### src/rtl/core/ppu_pkg.sv
// ppu_pkg: shared constants and helpers of the polygon perimeter unit.
// No dependencies; imported by ppu_isqrt and polygon_perimeter_unit.
package ppu_pkg;

  localparam int unsigned CoordW       = 16;
  localparam int unsigned PerimW       = 35;
  localparam int unsigned CountW       = 11;
  localparam int unsigned RadW         = 34;
  localparam int unsigned CountLimit   = 2047;
  localparam int unsigned FracBitsDef  = 8;
  localparam int unsigned MaxVertsDef  = 1024;

  // |b - a| of two signed coordinates; fits CoordW bits unsigned
  function automatic logic [CoordW-1:0] abs_diff(input logic [CoordW-1:0] a,
                                                 input logic [CoordW-1:0] b);
    logic [CoordW:0] d;
    d = {b[CoordW-1], b} - {a[CoordW-1], a};
    if (d[CoordW]) begin
      d = ~d + 1'b1;
    end
    return d[CoordW-1:0];
  endfunction

endpackage

### src/rtl/core/ppu_isqrt.sv
// ppu_isqrt: bit-serial restoring square root, floor(sqrt(rad * 4^FRAC_BITS)).
// One root bit per cycle, radicand fed two bits a cycle from a shift register.
// Depends on ppu_pkg.
module ppu_isqrt import ppu_pkg::*; #(
  parameter int unsigned FRAC_BITS = FracBitsDef
) (
  input  logic                        clk_i,
  input  logic                        rst_ni,
  input  logic                        start_i,
  input  logic [RadW-1:0]             radicand_i,
  output logic                        done_o,
  output logic [FRAC_BITS+RadW/2-1:0] root_o
);

  localparam int unsigned Steps = FRAC_BITS + RadW / 2;
  localparam int unsigned RootW = Steps;
  localparam int unsigned RemW  = RootW + 2;
  localparam int unsigned CntW  = $clog2(Steps + 1);

  logic [RadW-1:0]  rad_q;
  logic [RemW-1:0]  rem_q;
  logic [RootW-1:0] root_q;
  logic [CntW-1:0]  cnt_q;
  logic             busy_q;
  logic             done_q;

  logic [RemW-1:0]  rem_sh;
  logic [RemW-1:0]  trial;
  logic             fits;

  assign rem_sh = {rem_q[RemW-3:0], rad_q[RadW-1 -: 2]};
  assign trial  = {root_q, 2'b01};
  assign fits   = (rem_sh >= trial);

  always_ff @(posedge clk_i or negedge rst_ni) begin
    if (!rst_ni) begin
      rad_q  <= '0;
      rem_q  <= '0;
      root_q <= '0;
      cnt_q  <= '0;
      busy_q <= 1'b0;
      done_q <= 1'b0;
    end else begin
      done_q <= 1'b0;
      if (start_i) begin
        rad_q  <= radicand_i;
        rem_q  <= '0;
        root_q <= '0;
        cnt_q  <= CntW'(Steps);
        busy_q <= 1'b1;
      end else if (busy_q) begin
        rad_q  <= {rad_q[RadW-3:0], 2'b00};
        rem_q  <= fits ? (rem_sh - trial) : rem_sh;
        root_q <= {root_q[RootW-2:0], fits};
        cnt_q  <= cnt_q - CntW'(1);
        if (cnt_q == CntW'(1)) begin
          busy_q <= 1'b0;
          done_q <= 1'b1;
        end
      end
    end
  end

  assign done_o = done_q;
  assign root_o = root_q;

endmodule

### src/rtl/core/polygon_perimeter_unit.sv
// polygon_perimeter_unit: Euclidean perimeter of a streamed polygon.
// Depends on ppu_pkg and ppu_isqrt.
//
//   channel  direction  handshake             payload
//   in       input      in_valid_i/in_stall_o  vertex_x_i, vertex_y_i, last_vertex_i
//   out      output     out_valid_o/out_stall_i perimeter_len_o, vertex_count_o, overflow_o
//
// The first vertex of a polygon is only stored. Every other vertex passes a
// transfer, the multiply states ST_SQ1 and ST_SQ2, FRAC_BITS + 17 root steps
// of the shared bit-serial square root and a handoff into the sum. After the
// last vertex's edge the closing edge takes the same path, then ST_OUT posts
// the result; a single-vertex polygon runs only the closing edge. Reset clears
// all state; a stalled result holds in the output register while the next
// polygon starts, and the next result waits in ST_OUT until it drains.
module polygon_perimeter_unit import ppu_pkg::*; #(
  parameter int unsigned MAX_VERTICES = MaxVertsDef,
  parameter int unsigned FRAC_BITS    = FracBitsDef
) (
  input  logic              clk_i,
  input  logic              rst_ni,
  input  logic              in_valid_i,
  output logic              in_stall_o,
  input  logic [CoordW-1:0] vertex_x_i,
  input  logic [CoordW-1:0] vertex_y_i,
  input  logic              last_vertex_i,
  output logic              out_valid_o,
  input  logic              out_stall_i,
  output logic [PerimW-1:0] perimeter_len_o,
  output logic [CountW-1:0] vertex_count_o,
  output logic              overflow_o
);

  localparam int unsigned RootW = FRAC_BITS + RadW / 2;
  localparam int unsigned SumW  = PerimW + 1;
  localparam logic [CountW-1:0] CntCap =
    CountW'((MAX_VERTICES < CountLimit) ? MAX_VERTICES : CountLimit);
  localparam logic [PerimW-1:0] SumMax = '1;

  typedef enum logic [2:0] {
    ST_IDLE,
    ST_SQ1,
    ST_SQ2,
    ST_ROOT,
    ST_CLOSE,
    ST_OUT
  } state_e;

  state_e            state_q;
  logic [CoordW-1:0] first_x_q, first_y_q, prev_x_q, prev_y_q;
  logic [CoordW-1:0] ux_q, uy_q;
  logic [RadW-1:0]   sq_q;
  logic [PerimW-1:0] sum_q;
  logic [CountW-1:0] count_q;
  logic              sat_q, last_q, closing_q;
  logic              out_valid_q;
  logic [PerimW-1:0] out_len_q;
  logic [CountW-1:0] out_count_q;
  logic              out_ovf_q;

  logic              in_xfer;
  logic              sqrt_start;
  logic [RadW-1:0]   radicand;
  logic              sqrt_done;
  logic [RootW-1:0]  root;
  logic [SumW-1:0]   sum_ext;

  assign in_stall_o = (state_q != ST_IDLE);
  assign in_xfer    = in_valid_i && (state_q == ST_IDLE);
  assign sqrt_start = (state_q == ST_SQ2);
  assign radicand   = sq_q + RadW'(32'(uy_q) * 32'(uy_q));
  assign sum_ext    = {1'b0, sum_q} + SumW'(root);

  ppu_isqrt #(
    .FRAC_BITS(FRAC_BITS)
  ) u_isqrt (
    .clk_i     (clk_i),
    .rst_ni    (rst_ni),
    .start_i   (sqrt_start),
    .radicand_i(radicand),
    .done_o    (sqrt_done),
    .root_o    (root)
  );

  always_ff @(posedge clk_i or negedge rst_ni) begin
    if (!rst_ni) begin
      state_q     <= ST_IDLE;
      first_x_q   <= '0;
      first_y_q   <= '0;
      prev_x_q    <= '0;
      prev_y_q    <= '0;
      ux_q        <= '0;
      uy_q        <= '0;
      sq_q        <= '0;
      sum_q       <= '0;
      count_q     <= '0;
      sat_q       <= 1'b0;
      last_q      <= 1'b0;
      closing_q   <= 1'b0;
      out_valid_q <= 1'b0;
      out_len_q   <= '0;
      out_count_q <= '0;
      out_ovf_q   <= 1'b0;
    end else begin
      if (out_valid_q && !out_stall_i && (state_q != ST_OUT)) begin
        out_valid_q <= 1'b0;
      end
      unique case (state_q)
        ST_IDLE: begin
          if (in_xfer) begin
            last_q   <= last_vertex_i;
            prev_x_q <= vertex_x_i;
            prev_y_q <= vertex_y_i;
            if (count_q == '0) begin
              first_x_q <= vertex_x_i;
              first_y_q <= vertex_y_i;
              count_q   <= CountW'(1);
              state_q   <= last_vertex_i ? ST_CLOSE : ST_IDLE;
            end else begin
              ux_q <= abs_diff(prev_x_q, vertex_x_i);
              uy_q <= abs_diff(prev_y_q, vertex_y_i);
              if (count_q >= CntCap) begin
                count_q <= CntCap;
                sat_q   <= 1'b1;
              end else begin
                count_q <= count_q + CountW'(1);
              end
              state_q <= ST_SQ1;
            end
          end
        end
        ST_SQ1: begin
          sq_q    <= RadW'(32'(ux_q) * 32'(ux_q));
          state_q <= ST_SQ2;
        end
        ST_SQ2: begin
          state_q <= ST_ROOT;
        end
        ST_ROOT: begin
          if (sqrt_done) begin
            if (sum_ext > SumW'(SumMax)) begin
              sum_q <= SumMax;
              sat_q <= 1'b1;
            end else begin
              sum_q <= sum_ext[PerimW-1:0];
            end
            if (last_q && !closing_q) begin
              state_q <= ST_CLOSE;
            end else if (last_q) begin
              state_q <= ST_OUT;
            end else begin
              state_q <= ST_IDLE;
            end
          end
        end
        ST_CLOSE: begin
          ux_q      <= abs_diff(prev_x_q, first_x_q);
          uy_q      <= abs_diff(prev_y_q, first_y_q);
          closing_q <= 1'b1;
          state_q   <= ST_SQ1;
        end
        ST_OUT: begin
          if (!out_valid_q || !out_stall_i) begin
            out_valid_q <= 1'b1;
            out_len_q   <= sum_q;
            out_count_q <= count_q;
            out_ovf_q   <= sat_q;
            first_x_q   <= '0;
            first_y_q   <= '0;
            prev_x_q    <= '0;
            prev_y_q    <= '0;
            sum_q       <= '0;
            count_q     <= '0;
            sat_q       <= 1'b0;
            last_q      <= 1'b0;
            closing_q   <= 1'b0;
            state_q     <= ST_IDLE;
          end
        end
        default: begin
          state_q <= ST_IDLE;
        end
      endcase
    end
  end

  assign out_valid_o     = out_valid_q;
  assign perimeter_len_o = out_len_q;
  assign vertex_count_o  = out_count_q;
  assign overflow_o      = out_ovf_q;

endmodule
### config.mk
export PLATFORM = sky130hd
export DESIGN_NAME = polygon_perimeter_unit
export DESIGN_NICKNAME = d
export VERILOG_FILES = /design/src/rtl/core/ppu_pkg.sv /design/src/rtl/core/ppu_isqrt.sv /design/src/rtl/core/polygon_perimeter_unit.sv
export SDC_FILE = /design/constraint.sdc
export NUM_CORES = 2
export LEC_CHECK = 0
export BUFFER_PORTS_ARGS = -buffer_cell sky130_fd_sc_hd__clkbuf_2
export CORE_UTILIZATION = 46
export DETAILED_ROUTE_END_ITERATION = 8
export HOLD_SLACK_MARGIN = 0.02
export PLACE_DENSITY = 0.62
export SYNTH_ARGS = -nofsm -noshare
export SYNTH_HDL_FRONTEND = slang
export SYNTH_SLANG_ARGS = --single-unit
### constraint.sdc
create_clock -name clk_i -period 6.95 [get_ports clk_i]
set_clock_uncertainty 0.2 [all_clocks]
set_input_delay 1.39 -clock clk_i [delete_from_list [all_inputs] [get_ports clk_i]]
set_output_delay 1.39 -clock clk_i [all_outputs]
set_load 0.02 [all_outputs]
==> impl_metrics.py <==
metrics = {
    "outcome": {
        "outcome": "finished clean",
    },
    "detailed_routing": {
        "vias": 27487,
        "drtIter0Drc": 1441,
        "via_per_inst": 5.214,
        "route.detailed.drc": 0,
        "wl_per_cell_um": 15.52,
        "dr.pass1.iters": 5,
        "postRouteAntennaNets": 0,
        "wl_um": 81800,
    },
    "clocking": {
        "root_buffer": "clkbuf_16",
        "htreeDepth": 2,
        "cts_tree": "done",
        "cts_buffer_depth": 3,
        "clk_latency_ns": 0.60,
        "numCtsBuffers": 41,
        "clock_sinks": 318,
        "clkTransAtPathRegs_ns": 0.06,
    },
    "synth": {
        "ys_seq_elements": 318,
        "yosysTopAreaCell": "dfrtp_1",
        "syn_nets": 4867,
        "synth_cells": 4133,
        "synthTopCellsByCount": "723 x inv_1, 554 x nand2_1, 364 x fa_1, 333 x ha_1, 318 x dfrtp_1",
        "synth-edff-count": 0,
        "synth_area_per_cell_um2": 8.666,
        "netlist_area_mm2": 0.03582,
        "synth.area.top_cells": "dfrtp_1 22%, fa_1 20%, ha_1 12%",
        "synth_flop_cell": "dfrtp_1",
        "yosys_warnings": 0,
        "ys_seq_area_frac": 0.2222,
        "synth.most_common_cell": "inv_1",
        "ys_types": 99,
        "ys_async_sr_fraction": 1.000,
        "synth_top_area_frac": 0.2222,
    },
    "setup_path": {
        "end_kind": "flip-flop",
        "cp.required_ns": 7.22,
        "cp_max_fo": 7,
        "critPathLaunchType": "flip-flop",
        "critPathKind": "flip-flop to flip-flop",
        "crit_arrival_ns": 6.99,
    },
    "grt": {
        "grt_pass1_vias": 27365,
        "grt_max_degree": 158,
        "overflow": 0,
        "grt_first_pass_wirelength_um": 136500,
        "grtUsageTotal": 0.2114,
        "antenna_found_initial": 2,
    },
    "floorplanning": {
        "fp.coreArea_mm2": 0.07645,
        "ios": 86,
        "start_util": 0.4685,
        "die-area_mm2": 0.07899,
        "die_x_um": 281.0,
        "num_rows": 101,
        "die_y_um": 281.0,
    },
    "final_layout": {
        "multi_input_area_mm2": 0.02473,
        "drive_gt1_frac": 0.08349,
        "fillerInstances": 7335,
        "syn_to_final_growth_pct": 9.582,
        "seq_area_mm2": 0.007988,
        "finalNonFillerCells": 5272,
        "fin_util": 0.5134,
        "nets": 4942,
        "final_area_mm2": 0.03925,
    },
    "timing": {
        "slew_headroom": 0.2403,
        "setup-violations-final": 0,
        "min_period_over_period": 0.9666,
        "hold_violations": 0,
        "hold_slack_ns": 0.2732,
        "tightestPinTransition_ns": 1.136,
        "max_freq_mhz": 148.9,
        "layout_min_cycle_time_ns": 6.718,
        "report.final.slew_viol_count": 0,
    },
    "job": {
        "drv_cap": 0,
    },
    "place": {
        "place_congestion": 0.8747,
        "dpl_cell_area_mm2": 0.03763,
        "dpl.hpwl_um": 64580,
        "io_buffers": 85,
        "dp.cells": 5183,
    },
    "hold_path": {
        "hp-class": "flip-flop to flip-flop",
    },
}
[worst max-delay path, stage by stage, from the launching register on]
cell and delay [ns]:
dfrtp_2 0.45, nand2_2 0.08, fa_1 0.55, inv_1 0.08
fa_1 0.55, fa_1 0.45, fa_1 0.53, fa_1 0.54
inv_1 0.05, fa_1 0.52, inv_1 0.04, ha_1 0.29
a21o_1 0.16, a21o_1 0.17, a21o_1 0.18, a21o_1 0.17
a21o_1 0.18, a221o_1 0.45, a31oi_4 0.22, a311oi_2 0.13
or3_1 0.40, a31o_1 0.22
[area by class of cell]
| cell class | count | share of cell area |
|---|---|---|
| antenna | 2 | 0.0001275 |
| clock buffer | 61 | 0.02933 |
| clock inverter | 14 | 0.005292 |
| inverter | 726 | 0.06953 |
| multi-input combinational | 2945 | 0.6300 |
| sequential | 318 | 0.2035 |
| tap | 1030 | 0.03283 |
| timing repair buffer | 176 | 0.02936 |
[worst paths after layout]
check | startpoint | to | slack [ns] | cells past startpoint
worst max-delay path | ux_q[4] | sq_q[29] | 0.23 | 21
worst min-delay path | perimeter_len_o[27] | perimeter_len_o[27] | 0.27 | 2
worst max register to register | ux_q[4] | sq_q[29] | 0.23 | 21
worst min register to register | perimeter_len_o[27] | perimeter_len_o[27] | 0.27 | 2
max in group asynchronous | rst_ni | u_isqrt.busy_q | 4.56 | 2
min in group asynchronous | rst_ni | perimeter_len_o[30] | 0.58 | 1
[per-layer routing]
metal / vias to the layer above / global-route usage / share of wire
met4: 0 / 0.04974 / 0.018
met3: 78 / 0.02710 / 0.036
met5: - / 0 / 0
met2: 390 / 0.3436 / 0.46
li1: 13620 / - / -
met1: 13399 / 0.2987 / 0.48
[stage by stage]
step / TNS, ns / worst slack, ns
after detailed placement: 0 / 0.04900
after global routing: -0.02191 / -0.02191
final: 0 / 0.2321
after floorplan: 0 / 0.08465
after CTS: 0 / 0.03681
after global placement: 0 / 0.1130
[cell families after synthesis]
| logic type | count (synthesis) | share of synthesized area |
|---|---|---|
| AND/OR/NAND/NOR | 1144 | 0.1458 |
| buffers and inverters | 870 | 0.09236 |
| AO/OA/AOI/OAI | 806 | 0.1439 |
| adder cells (fa/ha/maj) | 697 | 0.3198 |
| flip-flops | 318 | 0.2222 |
| XOR/XNOR | 211 | 0.05159 |
| multiplexers | 86 | 0.02428 |
| other | 1 | 0.0001047 |
[cells in the final DEF, fill, tap and decap left out, types with 8 or more instances in the layout]
cell type,synthesis,routed
a21oi_1,198,195
xnor2_1,128,127
o21ai_1,20,21
dfrtp_1,318,296
and3_1,26,26
clkbuf_1,128,15
o211ai_1,15,15
a31oi_1,52,51
a21o_1,81,80
nor3_1,69,69
nand2b_1,24,23
o21a_1,27,27
or3_1,13,13
o21ai_0,230,229
and2_1,100,97
and4_1,8,8
nand2_1,554,548
buf_4,2,85
o21bai_1,21,21
or2_2,11,11
inv_1,723,718
ha_1,333,329
a311oi_1,9,8
clkbuf_2,0,85
nor2_1,201,196
dfrtp_2,0,21
nor2b_1,27,27
xor2_1,83,83
nand4_1,19,19
mux2i_1,79,79
clkbuf_16,0,41
nand3_1,50,50
a211oi_1,26,26
fa_1,364,359
nor4_1,10,10
[registers in the layout, summed over array words and instances (netlist names), 3 cells and up]
name and cells:
perimeter_len_o 35, sum_q 35, u_isqrt.rad_q 34, sq_q 31, u_isqrt.rem_q 25, u_isqrt.root_o 25
first_x_q 16, first_y_q 16, prev_x_q 16, prev_y_q 16, ux_q 16, uy_q 16
count_q 11, vertex_count_o 11, u_isqrt.cnt_q 5, state_q 3
[timing repair]
action,in CTS,in global routing
buffers inserted,0,12
resized for setup,0,62
hold buffers,0,0
endpoints found under the hold margin,0,0
endpoints found under the setup margin,0,13
Power is not shown: default switching activity piles up to over one toggle a cycle in this logic, so the estimate is an artifact.
